<file path="config.mk">
export PLATFORM = sky130hd
export DESIGN_NAME = sprc_chain
export DESIGN_NICKNAME = d
export VERILOG_FILES = /design/src/rtl/core/sprc_pkg.sv /design/src/rtl/core/sprc_cell.sv /design/src/rtl/core/sprc_chain.sv
export SDC_FILE = /design/constraint.sdc
export NUM_CORES = 1
export LEC_CHECK = 0
export ABC_CLOCK_PERIOD_IN_PS = 5050
export BUFFER_PORTS_ARGS = -buffer_cell sky130_fd_sc_hd__buf_2
export CAP_MARGIN = 30
export CORE_MARGIN = 2
export CORE_UTILIZATION = 40
export CTS_BUF_LIST = sky130_fd_sc_hd__clkbuf_8
export CTS_CLUSTER_DIAMETER = 80
export DETAILED_ROUTE_END_ITERATION = 7
export PLACE_DENSITY_LB_ADDON = 0.12
export SYNTH_ARGS = -nofsm -noshare
export SYNTH_HDL_FRONTEND = slang
export SYNTH_HIERARCHICAL = 1
export SYNTH_SLANG_ARGS = --single-unit
</file>
<file path="constraint.sdc">
create_clock -name clk -period 5.05 [get_ports clk]
set_input_delay 1.515 -clock clk [delete_from_list [all_inputs] [get_ports clk]]
set_output_delay 1.515 -clock clk [all_outputs]
set_load 0.005 [all_outputs]
</file>
<file path="src/rtl/core/sprc_pkg.sv">
// ----------------------------------------------------------------------------
// sprc_pkg
// Shared types and constants for the streaming pattern replace block.
// ----------------------------------------------------------------------------
`default_nettype none

package sprc_pkg;

  // Default sizes handed to the top level parameters
  localparam int MAX_PATTERN_DEF     = 8;
  localparam int MAX_REPLACEMENT_DEF = 8;
  localparam int COUNT_WIDTH_DEF     = 32;

  // Fixed field widths
  localparam int BYTE_W      = 8;
  localparam int LEN_W       = 4;
  localparam int BYTES_W     = 64;
  localparam int MATCH_CNT_W = 32;
  localparam int CFG_IDX_W   = 2;
  localparam int CFG_DATA_W  = 64;

  // Configuration register indexes
  typedef enum logic [CFG_IDX_W-1:0] {
    CFG_PATTERN_LENGTH     = 2'd0,
    CFG_PATTERN_BYTES      = 2'd1,
    CFG_REPLACEMENT_LENGTH = 2'd2,
    CFG_REPLACEMENT_BYTES  = 2'd3
  } cfg_reg_t;

  // What every cell of the window chain does in a cycle
  typedef enum logic [1:0] {
    CELL_HOLD  = 2'd0,  // keep the byte
    CELL_WRITE = 2'd1,  // take the incoming byte if this is the free slot
    CELL_SHIFT = 2'd2,  // take the neighbor's byte (move toward the head)
    CELL_LOAD  = 2'd3   // take a replacement byte
  } cell_mode_t;

  typedef struct packed {
    cell_mode_t mode;
    logic       insert;  // incoming byte shows in the free slot this cycle
  } cell_ctl_t;

  // Controller states
  typedef enum logic {
    ST_IDLE = 1'b0,
    ST_EMIT = 1'b1
  } state_t;

endpackage

`default_nettype wire

</file>
<file path="src/rtl/core/sprc_cell.sv">
// ----------------------------------------------------------------------------
// sprc_cell
// One window position: holds a byte, compares it against its pattern byte
// and passes it on to the neighbor toward the head of the chain.
// ----------------------------------------------------------------------------
`default_nettype none

module sprc_cell (
  input  wire logic                       clk,
  input  wire sprc_pkg::cell_ctl_t        ctl,
  input  wire logic                       slot,       // this cell is the free slot
  input  wire logic [sprc_pkg::BYTE_W-1:0] in_byte,
  input  wire logic [sprc_pkg::BYTE_W-1:0] nbr_byte,  // effective byte of next cell
  input  wire logic [sprc_pkg::BYTE_W-1:0] repl_byte,
  input  wire logic [sprc_pkg::BYTE_W-1:0] pat_byte,
  output logic      [sprc_pkg::BYTE_W-1:0] eff_byte,
  output logic                            match
);

  logic [sprc_pkg::BYTE_W-1:0] data_r;
  logic [sprc_pkg::BYTE_W-1:0] data_nxt;

  // Effective byte: the incoming byte lands in the free slot this cycle
  assign eff_byte = (ctl.insert && slot) ? in_byte : data_r;
  assign match    = (eff_byte == pat_byte);

  // Select next content
  always_comb begin
    unique case (ctl.mode)
      sprc_pkg::CELL_HOLD:  data_nxt = data_r;
      sprc_pkg::CELL_WRITE: data_nxt = eff_byte;
      sprc_pkg::CELL_SHIFT: data_nxt = nbr_byte;
      sprc_pkg::CELL_LOAD:  data_nxt = repl_byte;
      default:              data_nxt = data_r;
    endcase
  end

  always_ff @(posedge clk) begin
    data_r <= data_nxt;
  end

endmodule

`default_nettype wire

</file>
<file path="src/rtl/core/sprc_chain.sv">
// ----------------------------------------------------------------------------
// sprc_chain
// Row of window cells. Reports the byte at the head and whether the window,
// with the incoming byte in place, equals the pattern.
// ----------------------------------------------------------------------------
`default_nettype none

module sprc_chain #(
  parameter int MAX_PATTERN     = sprc_pkg::MAX_PATTERN_DEF,
  parameter int MAX_REPLACEMENT = sprc_pkg::MAX_REPLACEMENT_DEF,
  parameter int CELLS           = sprc_pkg::MAX_PATTERN_DEF,
  parameter int FW              = $clog2(sprc_pkg::MAX_PATTERN_DEF + 1)
) (
  input  wire logic                          clk,
  input  wire sprc_pkg::cell_ctl_t           ctl,
  input  wire logic [FW-1:0]                 fill,
  input  wire logic [sprc_pkg::LEN_W-1:0]    plen,
  input  wire logic [sprc_pkg::BYTE_W-1:0]   in_byte,
  input  wire logic [sprc_pkg::BYTES_W-1:0]  pattern_bytes,
  input  wire logic [sprc_pkg::BYTES_W-1:0]  replacement_bytes,
  output logic      [sprc_pkg::BYTE_W-1:0]   head_byte,
  output logic                               hit
);

  logic [sprc_pkg::BYTE_W-1:0] eff   [CELLS+1];
  logic [CELLS-1:0]            match;
  logic [CELLS-1:0]            mask;

  // Nothing enters behind the tail
  assign eff[CELLS] = '0;

  for (genvar i = 0; i < CELLS; i++) begin : g_cell
    logic                        slot;
    logic [sprc_pkg::BYTE_W-1:0] pat_b;
    logic [sprc_pkg::BYTE_W-1:0] repl_b;

    // Pattern positions exist only below MAX_PATTERN
    if (i < MAX_PATTERN) begin : g_pat
      assign slot    = (fill == FW'(i));
      assign pat_b   = pattern_bytes[sprc_pkg::BYTE_W*i +: sprc_pkg::BYTE_W];
      assign mask[i] = (sprc_pkg::LEN_W'(i) < plen);
    end else begin : g_nopat
      assign slot    = 1'b0;
      assign pat_b   = '0;
      assign mask[i] = 1'b0;
    end

    // Cell i holds replacement byte i+1 after a match (byte 0 goes out at once)
    if (i + 1 < MAX_REPLACEMENT) begin : g_repl
      assign repl_b = replacement_bytes[sprc_pkg::BYTE_W*(i+1) +: sprc_pkg::BYTE_W];
    end else begin : g_norepl
      assign repl_b = '0;
    end

    sprc_cell u_cell (
      .clk       (clk),
      .ctl       (ctl),
      .slot      (slot),
      .in_byte   (in_byte),
      .nbr_byte  (eff[i+1]),
      .repl_byte (repl_b),
      .pat_byte  (pat_b),
      .eff_byte  (eff[i]),
      .match     (match[i])
    );
  end

  assign head_byte = eff[0];
  assign hit       = &(match | ~mask);

endmodule

`default_nettype wire

</file>
==> results of run 1 <==
==> metrics by stage <==
step,std cells,power (µW)
after floorplan,618,1060
after global placement,1015,1330
after detailed placement,1016,1350
after CTS,1036,1920
after global routing,1041,2030
final,1041,1930
==> repair_timing <==
action,CTS,global route
setup buffers,4,5
resized for setup,25,35
pin swaps,11,22
endpoints found under the setup margin,1,1
==> per-layer routing <==
layer  wire, µm  vias up  global-route usage
li1           -     2715                   -
met1       8640     2684               0.321
met2       9510      206               0.404
met3       1060       39              0.0285
met4        561        0               0.107
met5          0        -                   0
==> kinds of logic after synthesis <==
family / after synthesis / synth area share
multiplexers: 160 / 0.293
AO/OA/AOI/OAI: 112 / 0.125
AND/OR/NAND/NOR: 130 / 0.120
buffers and inverters: 88 / 0.0673
XOR/XNOR: 48 / 0.0706
other: 1 / 0.000630
flip-flops: 64 / 0.323
==> layout make-up <==
| cell class | instances | area [µm²] | area share |
|---|---|---|---|
| inverters | 64 | 240 | 0.0296 |
| well taps | 184 | 230 | 0.0283 |
| repair buffers | 247 | 1590 | 0.195 |
| flip-flops and latches | 64 | 1920 | 0.236 |
| multi-input cells | 466 | 3920 | 0.482 |
| clock buffers | 9 | 124 | 0.0152 |
| clock inverters | 7 | 111 | 0.0137 |
==> worst max path at each step <==
stage | start | end | slack, ps | cells after the start
after global placement | fill[0] | hit | -350 | 14
after CTS | fill[1] | hit | -180 | 13
after floorplan | fill[1] | hit | 310 | 11
final | fill[3] | hit | -160 | 13
after detailed placement | fill[1] | hit | -410 | 13
after global routing | fill[3] | hit | -260 | 14
==> worst reg2reg max path, delay by kind of cell (launching register included) <==
kind                   cells  cell delay (ps)
DFF                        1              420
muxes                      3              430
buffers and inverters      3              280
==> cell usage after synthesis (9+ instances only) <==
cell type / count
sky130_fd_sc_hd__xnor2_1: 16
sky130_fd_sc_hd__mux2i_1: 120
sky130_fd_sc_hd__a211oi_1: 9
sky130_fd_sc_hd__nand2_1: 12
sky130_fd_sc_hd__nor4_2: 9
sky130_fd_sc_hd__nor3_1: 12
sky130_fd_sc_hd__edfxtp_1: 64
sky130_fd_sc_hd__mux2_2: 32
sky130_fd_sc_hd__inv_1: 64
sky130_fd_sc_hd__a21oi_1: 43
sky130_fd_sc_hd__nor2_1: 51
sky130_fd_sc_hd__xor2_1: 32
sky130_fd_sc_hd__a31oi_1: 17
==> placed cells by master (no fill, tap or decap), drive strengths merged, types with 3 or more instances in the layout <==
| cell | instances |
|---|---|
| a211oi | 10 |
| a21oi | 43 |
| a221oi | 8 |
| a222oi | 8 |
| a22oi | 8 |
| a31oi | 17 |
| and3 | 8 |
| buf | 247 |
| bufinv | 3 |
| clkbuf | 9 |
| conb | 16 |
| edfxtp | 64 |
| inv | 65 |
| mux2 | 32 |
| mux2i | 128 |
| nand2 | 20 |
| nand2b | 4 |
| nand3 | 8 |
| nor2 | 51 |
| nor3 | 20 |
| nor4 | 10 |
| o2111ai | 8 |
| o22ai | 8 |
| or2 | 8 |
| xnor2 | 16 |
| xor2 | 32 |
==> power groups by stage <==
stage | combinational, µW | clock [µW] | sequential (µW)
after CTS | 627 | 568 | 724
after global routing | 708 | 593 | 734
after global placement | 600 | 0 | 731
after floorplan | 341 | 0 | 720
final | 649 | 556 | 725
after detailed placement | 612 | 0 | 735
==> results, run 1 <==
- The number of buffer and inverter stages on the critical path is 5.
- Summing all placed instances gives a cell area of 7530 µm².
- The first global-routing pass estimated 29800 µm of wire.
- Summed over all cells, the static leakage comes to 0.00388 µW.
- Across all hold checks on the routed design, the worst slack comes to 771 ps.
- For this run, the register share of the synthesized area comes to 0.323.
- The type of destination of the critical path is an output pin.
- The register with the most flip-flops in the layout has 64 of them.
- In the final layout, the share of cells above drive strength 1 is 0.424.
- At the pin with the least slew margin, the transition time is 920 ps.
- Synthesis instantiated 34 different standard cells from the library.
- The switching fraction of total power is 0.315.
- The largest single stage delay on the critical path is 470 ps.
- The final reports fail on negative setup slack.
- Counting along the longest clock path gives a buffer depth of 2.
- 0 antenna diodes ended up in the layout.
- The type of the setup path with the least slack is input port to output pin.
- The synthesis-stage register bit count is 64.
- The run finished, with violations left.
- For this block, the initial DRC count from the detailed router was 406.
- In this run the power density over the cells is 238 nW/µm².
- The number of clock sinks is 64.
- The floorplan step set the die width to 126 µm.
- TritonCTS built the clock tree.
- STA classifies the critical path startpoint as an input port.
- The maximum level of the CTS H-tree is 3.
- For this run, design rule violations remaining after detail routing come to 0.
- The number of max-cap violations is 0.
- Traced cell by cell, the critical path runs through buf_4, buf_6, nor3_4, buf_4, buf_4, a222oi_1, a31oi_2, nor3_2, nand2b_1, a211oi_2, a21oi_1, a211oi_2, buf_2.
- The dominant synthesized flop cell is sky130_fd_sc_hd__edfxtp_1.
- The cell area after technology mapping is 5950 µm².
- The average cell area after synthesis is 9.87 µm².
- The core region is 14500 µm².
- Across all layers, the routed design uses 5644 vias.
- In the global route stage, overall resource usage came out at 0.243.
- The part of the power in registers is 0.376.
- The share of total power dissipated in combinational logic is 0.336.
- The floorplan has 44 rows.
- The finished cells cover 8130 µm².
- The number of routed nets with antenna violations is 0.
- The number of slew-limit violations in the final report is 0.
- The number of global-route vias before repair is 5689.
- At the end of the flow the core is filled with cells to 0.559.
- Between clock sinks in the finished design, the worst skew comes to 7.47 ps.
- The cell taking the most area after synthesis is sky130_fd_sc_hd__edfxtp_1.
- The cell class contributing the biggest share of worst-path delay is compound AO/OA/AOI/OAI gates.
- The global-route congestion overflow total is 0.
- The number of hold buffers added after cts is 0.
- The vertical die dimension is 126 µm.
- The post-detailed-route via-to-cell ratio is 5.42.
- In this run the worst hold path is classified as register to register.
- The final clock period utilization by the worst path is 1.03.
- The final layout contains 1000 nets.
- The cell depth of the worst min-delay path is 3.
- Synthesis produced a netlist whose cell count is 603.
- Setup repair after global routing could not meet its margin everywhere.
- The routability congestion estimate from global placement is 0.921.
- The number of enable-type register cells in the synthesized netlist is 64.
- The internal power consumption is 1320 µW.
- The maximum number of pins on one net before global-route repair is 72.
- The proportion of synthesized flip-flops having asynchronous set or reset is 0.
- The fmax is 0.192 GHz.
- The number of antenna violations at the first check in global routing was 0.
- For this block, the routed nets add up to 19800 µm of wire.
- The number of input and output port buffers inserted is 148.
- In the final routed layout, each cell accounts on average for 19.0 µm.
- The count of warnings emitted by yosys is 6.
- The area growth from synthesis to layout is 36.6%.
- In this run the worst path has a maximum fanout of 3.
- In this run the most critical hold path is launched from g_cell[7].u_cell/data_r[2].
- In the final layout, the registers with the most flip-flops are g_cell.u_cell/data_r (64).
- At the worst endpoint, the required time is 3540 ps.
- The launch point of the worst reg-to-reg path is g_cell[7].u_cell/data_r[3].
- The minimum setup slack among reg-to-reg paths is 3650 ps.
- Setup violations remaining at the end of the flow were counted as 1.
- The first detailed-routing pass took 4 iterations.
- The path with the worst hold slack has its endpoint at g_cell[7].u_cell/data_r[2].
- Of the post-synthesis cell area, the dominant cell type holds 0.323.
- The CTS clock-pin slew for the worst setup and hold paths is 70 ps.
- The final-layout fill cell count is 1345.
- Setup total negative slack on the finished layout was measured at -157 ps.
- The endpoint of the worst-slack reg-to-reg timing path is g_cell[6].u_cell/data_r[3].
- For the worst-skew pair, the clock arrives at the later sink with an insertion delay of 360 ps.
- The net switching component of the power is 609 µW.
- The most frequent cell on the critical path is sky130_fd_sc_hd__buf_4.
- IR analysis of the VDD net gives a maximum drop of 0.101 mV.
- The minimum clock period after layout is 5210 ps.
- The detailed-placement wirelength estimate is 15000 µm.
- The slowest stage of the critical path is the sky130_fd_sc_hd__a222oi_1 cell.
- The cell sitting at the root of the clock tree is a sky130_fd_sc_hd__clkbuf_8.
- The number of cells traversed by the worst register-to-register path is 6.
- After layout, the worst setup slack is -157 ps.
- The setup slack at placement is -406 ps.
- The final hold violation count is 0.
- Clock tree synthesis inserted a total of 9 buffers.
- For this configuration, the core starts out at a cell density of 0.409.
- The floorplan step defined a die boundary enclosing 15900 µm².
- Pin placement for this block handled 157 I/O pins.
- The tightest slew margin relative to the limit is 0.387.
- The register with the most flip-flops is g_cell.u_cell/data_r.
- The critical path data arrival time is 3690 ps.
- By area the synthesized netlist is led by sky130_fd_sc_hd__edfxtp_1 (32%), sky130_fd_sc_hd__mux2i_1 (20%), sky130_fd_sc_hd__mux2_2 (6.1%).
- The relative contribution of the clock network to total power is 0.288.
Note: power is estimated with default switching activity, not from simulation.
==> run 2, diff against run 1 <==
==> constraint.sdc (replaced) <==
create_clock -name clk -period 5.05 [get_ports clk]
set_input_delay 1.01 -clock clk [delete_from_list [all_inputs] [get_ports clk]]
set_output_delay 1.01 -clock clk [all_outputs]
set_load 0.005 [all_outputs]
==> run 2 against run 1 <==
Net effect: the run now ends clean; cell count down 8.9%; total power down 13%; clock skew up 1.4 ps; combinational power down 18%; worst hold slack worse by 69 ps; register-to-register slack better by 90 ps; design area down 13%; sequential power down 0.6%; die area unchanged; critical path type unchanged; highest routed layer unchanged.
==> results, run 2 (synthesis results as in run 1) <==
- The detailed router finished its first iteration with 380 violations.
- In the routed design, unresolved DRC markers number 0.
- The fmax is 0.215 GHz.
- By startpoint and endpoint, the worst setup path is classified as input port to output pin.
- Detailed routing inserted a total of 5228 vias.
- Headroom to the max-slew limit came out at 0.413.
- The total I/O pin count is 157.
- In the final routed layout, each cell accounts on average for 19.1 µm.
- In the final timing run, aggregate negative setup slack is 0 ps.
- The post-CTS repair timing setup buffer count is 0.
- TritonCTS built the clock tree.
- The type of destination of the critical path is an output pin.
- The final worst slack is 408 ps.
- The analysis attributes to cell leakage a power of 0.00332 µW.
- The number of routed nets with antenna violations is 0.
- For this configuration, the core starts out at a cell density of 0.409.
- The number of max-cap violations is 0.
- Once the clock tree was built, the resizer swapped 0 gates to a different size.
- Clock tree synthesis inserted a total of 9 buffers.
- The number of antenna violations at the first check in global routing is 0.
- The element type at the critical path start is an input port.
- In this run the power density over the cells is 238 nW/µm².
- After clock tree synthesis, the clock-pin slew on the worst setup and hold paths is 80 ps.
- The maximum clock skew at final layout is 8.90 ps.
- Summed over all layers, the global routing overflow is 0.
- For the worst setup path, the data required time is 4040 ps.
- The maximum number of pins on one net before global-route repair is 70.
- The number of placement rows is 44.
- The maximum fanout encountered on the critical timing path is 14.
- Setup repair after global routing left no endpoint under its margin.
- Across every metal layer, demand over resource in global routing totals 0.228.
- The overall die area is 15900 µm².
- The final clock period utilization by the worst path is 0.919.
- The final total power is 1680 µW.
- For this run, the post-layout net count is 907.
- The total routed wirelength is 18100 µm.
- The wire length of the first global-routing pass is 27900 µm.
- The register with the most flip-flops is g_cell.u_cell/data_r.
- The final hold violation count is 0.
- Leaving out fill and tap cells, the most frequent cells in the layout are sky130_fd_sc_hd__buf_2 (146), sky130_fd_sc_hd__mux2i_1 (120), sky130_fd_sc_hd__inv_1 (65).
- In the final layout, the registers with the most flip-flops are g_cell.u_cell/data_r (64).
- At the end of routability-driven placement, the weighted congestion stood at 0.867.
- The clock period could shrink to 4640 ps.
- Once layout is done, the placed cells without fillers occupy 7070 µm².
- The measured slew at the worst slew-check pin is 880 ps.
- The count of buffers added on input and output ports is 148.
- Setup violations remaining at the end of the flow were counted as 0.
- Detailed placement finished with a half-perimeter wire length of 13400 µm.
- The worst hold path belongs to the class register to register.
- No sink is reached through more buffers than the 2 on the longest clock path.
- The area growth from synthesis to layout is 18.7%.
- The vertical die dimension is 126 µm.
- Using the TritonRoute via totals, the vias-per-cell ratio works out to 5.51.
- The number of flip-flops under the largest register name is 64.
- The setup slack at placement is 406 ps.
- The number of global-route vias before repair is 5187.
- The area of the core is 14500 µm².
- Leaving out fill and tap cells, the most frequent cell in the layout is sky130_fd_sc_hd__buf_2.
- From left edge to right edge, the die measures 126 µm.
- Once placement finished, the instance area stood at 6890 µm².
- For the worst-skew pair, the clock arrives at the later sink with an insertion delay of 360 ps.
- The worst supply voltage drop on vdd is 0.118 mV.
- The number of antenna diodes is 0.
- STA puts the critical path data arrival time at 3630 ps.
- For this design, the sink count on the clock tree is 64.
- The worst slack on hold paths is 702 ps.
- The run finished with clean final reports.
- The share of final-layout standard cells stronger than drive strength 1 is 0.313.
- The maximum level of the CTS H-tree is 3.
- The number of slew-limit violations in the final report is 0.
- The clock tree root driver cell is sky130_fd_sc_hd__clkbuf_8.
- The number of hold buffers added after cts is 0.
- The length of the first detailed-routing pass in iterations is 7.
run 2: changes by cell type in the layout (fill, tap and decap cells not counted), moves of 4 or more:
| cell | before | now |
|---|---|---|
| sky130_fd_sc_hd__nand2_4 | 6 | 0 |
| sky130_fd_sc_hd__nand2_2 | 3 | 8 |
| sky130_fd_sc_hd__buf_6 | 5 | 0 |
| sky130_fd_sc_hd__buf_2 | 142 | 146 |
| sky130_fd_sc_hd__nor4_4 | 4 | 0 |
| sky130_fd_sc_hd__a221oi_1 | 3 | 8 |
| sky130_fd_sc_hd__mux2i_2 | 4 | 0 |
| sky130_fd_sc_hd__buf_4 | 94 | 7 |
| sky130_fd_sc_hd__clkinv_1 | 0 | 4 |
| sky130_fd_sc_hd__nor3_1 | 8 | 12 |
| sky130_fd_sc_hd__a221oi_2 | 5 | 0 |
| sky130_fd_sc_hd__mux2i_1 | 115 | 120 |
run 2: cell type report:
class                           count  area (µm²)
Clock buffer                        9         124
Clock inverter                      7        53.8
Tap cell                          184         230
Sequential cell                    64        1920
Multi-Input combinational cell    466        3680
Inverter                           64         240
Timing Repair Buffer              154         811
Fill cell                        1440        7470
run 2: metrics by stage:
step,util,cells
after floorplan,-,618
after global placement,0.472,931
after detailed placement,0.474,932
after CTS,0.486,948
after global routing,0.486,948
final,0.486,948
run 2: worst paths after layout:
check                                                start                    endpoint  slack (ps)  cells after the start
worst max-delay path                               fill[3]                         hit         410                     11
worst max register to register  g_cell[2].u_cell/data_r[0]  g_cell[1].u_cell/data_r[0]        3740                      4
worst min-delay path            g_cell[1].u_cell/data_r[1]  g_cell[1].u_cell/data_r[1]         700                      2
worst min register to register  g_cell[1].u_cell/data_r[1]  g_cell[1].u_cell/data_r[1]         700                      2
run 2: worst max-delay path, stage by stage:
cell and delay, ps:
sky130_fd_sc_hd__buf_2 130, sky130_fd_sc_hd__nand2b_1 190, sky130_fd_sc_hd__nor3_1 400, sky130_fd_sc_hd__nand2_2 350, sky130_fd_sc_hd__a221oi_1 340, sky130_fd_sc_hd__and3_1 200, sky130_fd_sc_hd__a211oi_1 60, sky130_fd_sc_hd__nor3_2 340
sky130_fd_sc_hd__o21ai_0 190, sky130_fd_sc_hd__a211oi_2 270, sky130_fd_sc_hd__buf_2 150
run 2: metal layers:
| metal | global-route usage | part of all wire |
|---|---|---|
| met4 | 0.0672 | 0.012 |
| met2 | 0.380 | 0.48 |
| met3 | 0.0319 | 0.054 |
| met5 | 0 | 0 |
| met1 | 0.308 | 0.46 |
run 2: power breakdown:
group / internal (µW) / switching (µW) / leakage (µW)
registers: 679 / 42.0 / 0.000641
clock network: 219 / 211 / 0.0000943
logic: 237 / 296 / 0.00258
total: 1130 / 549 / 0.00332
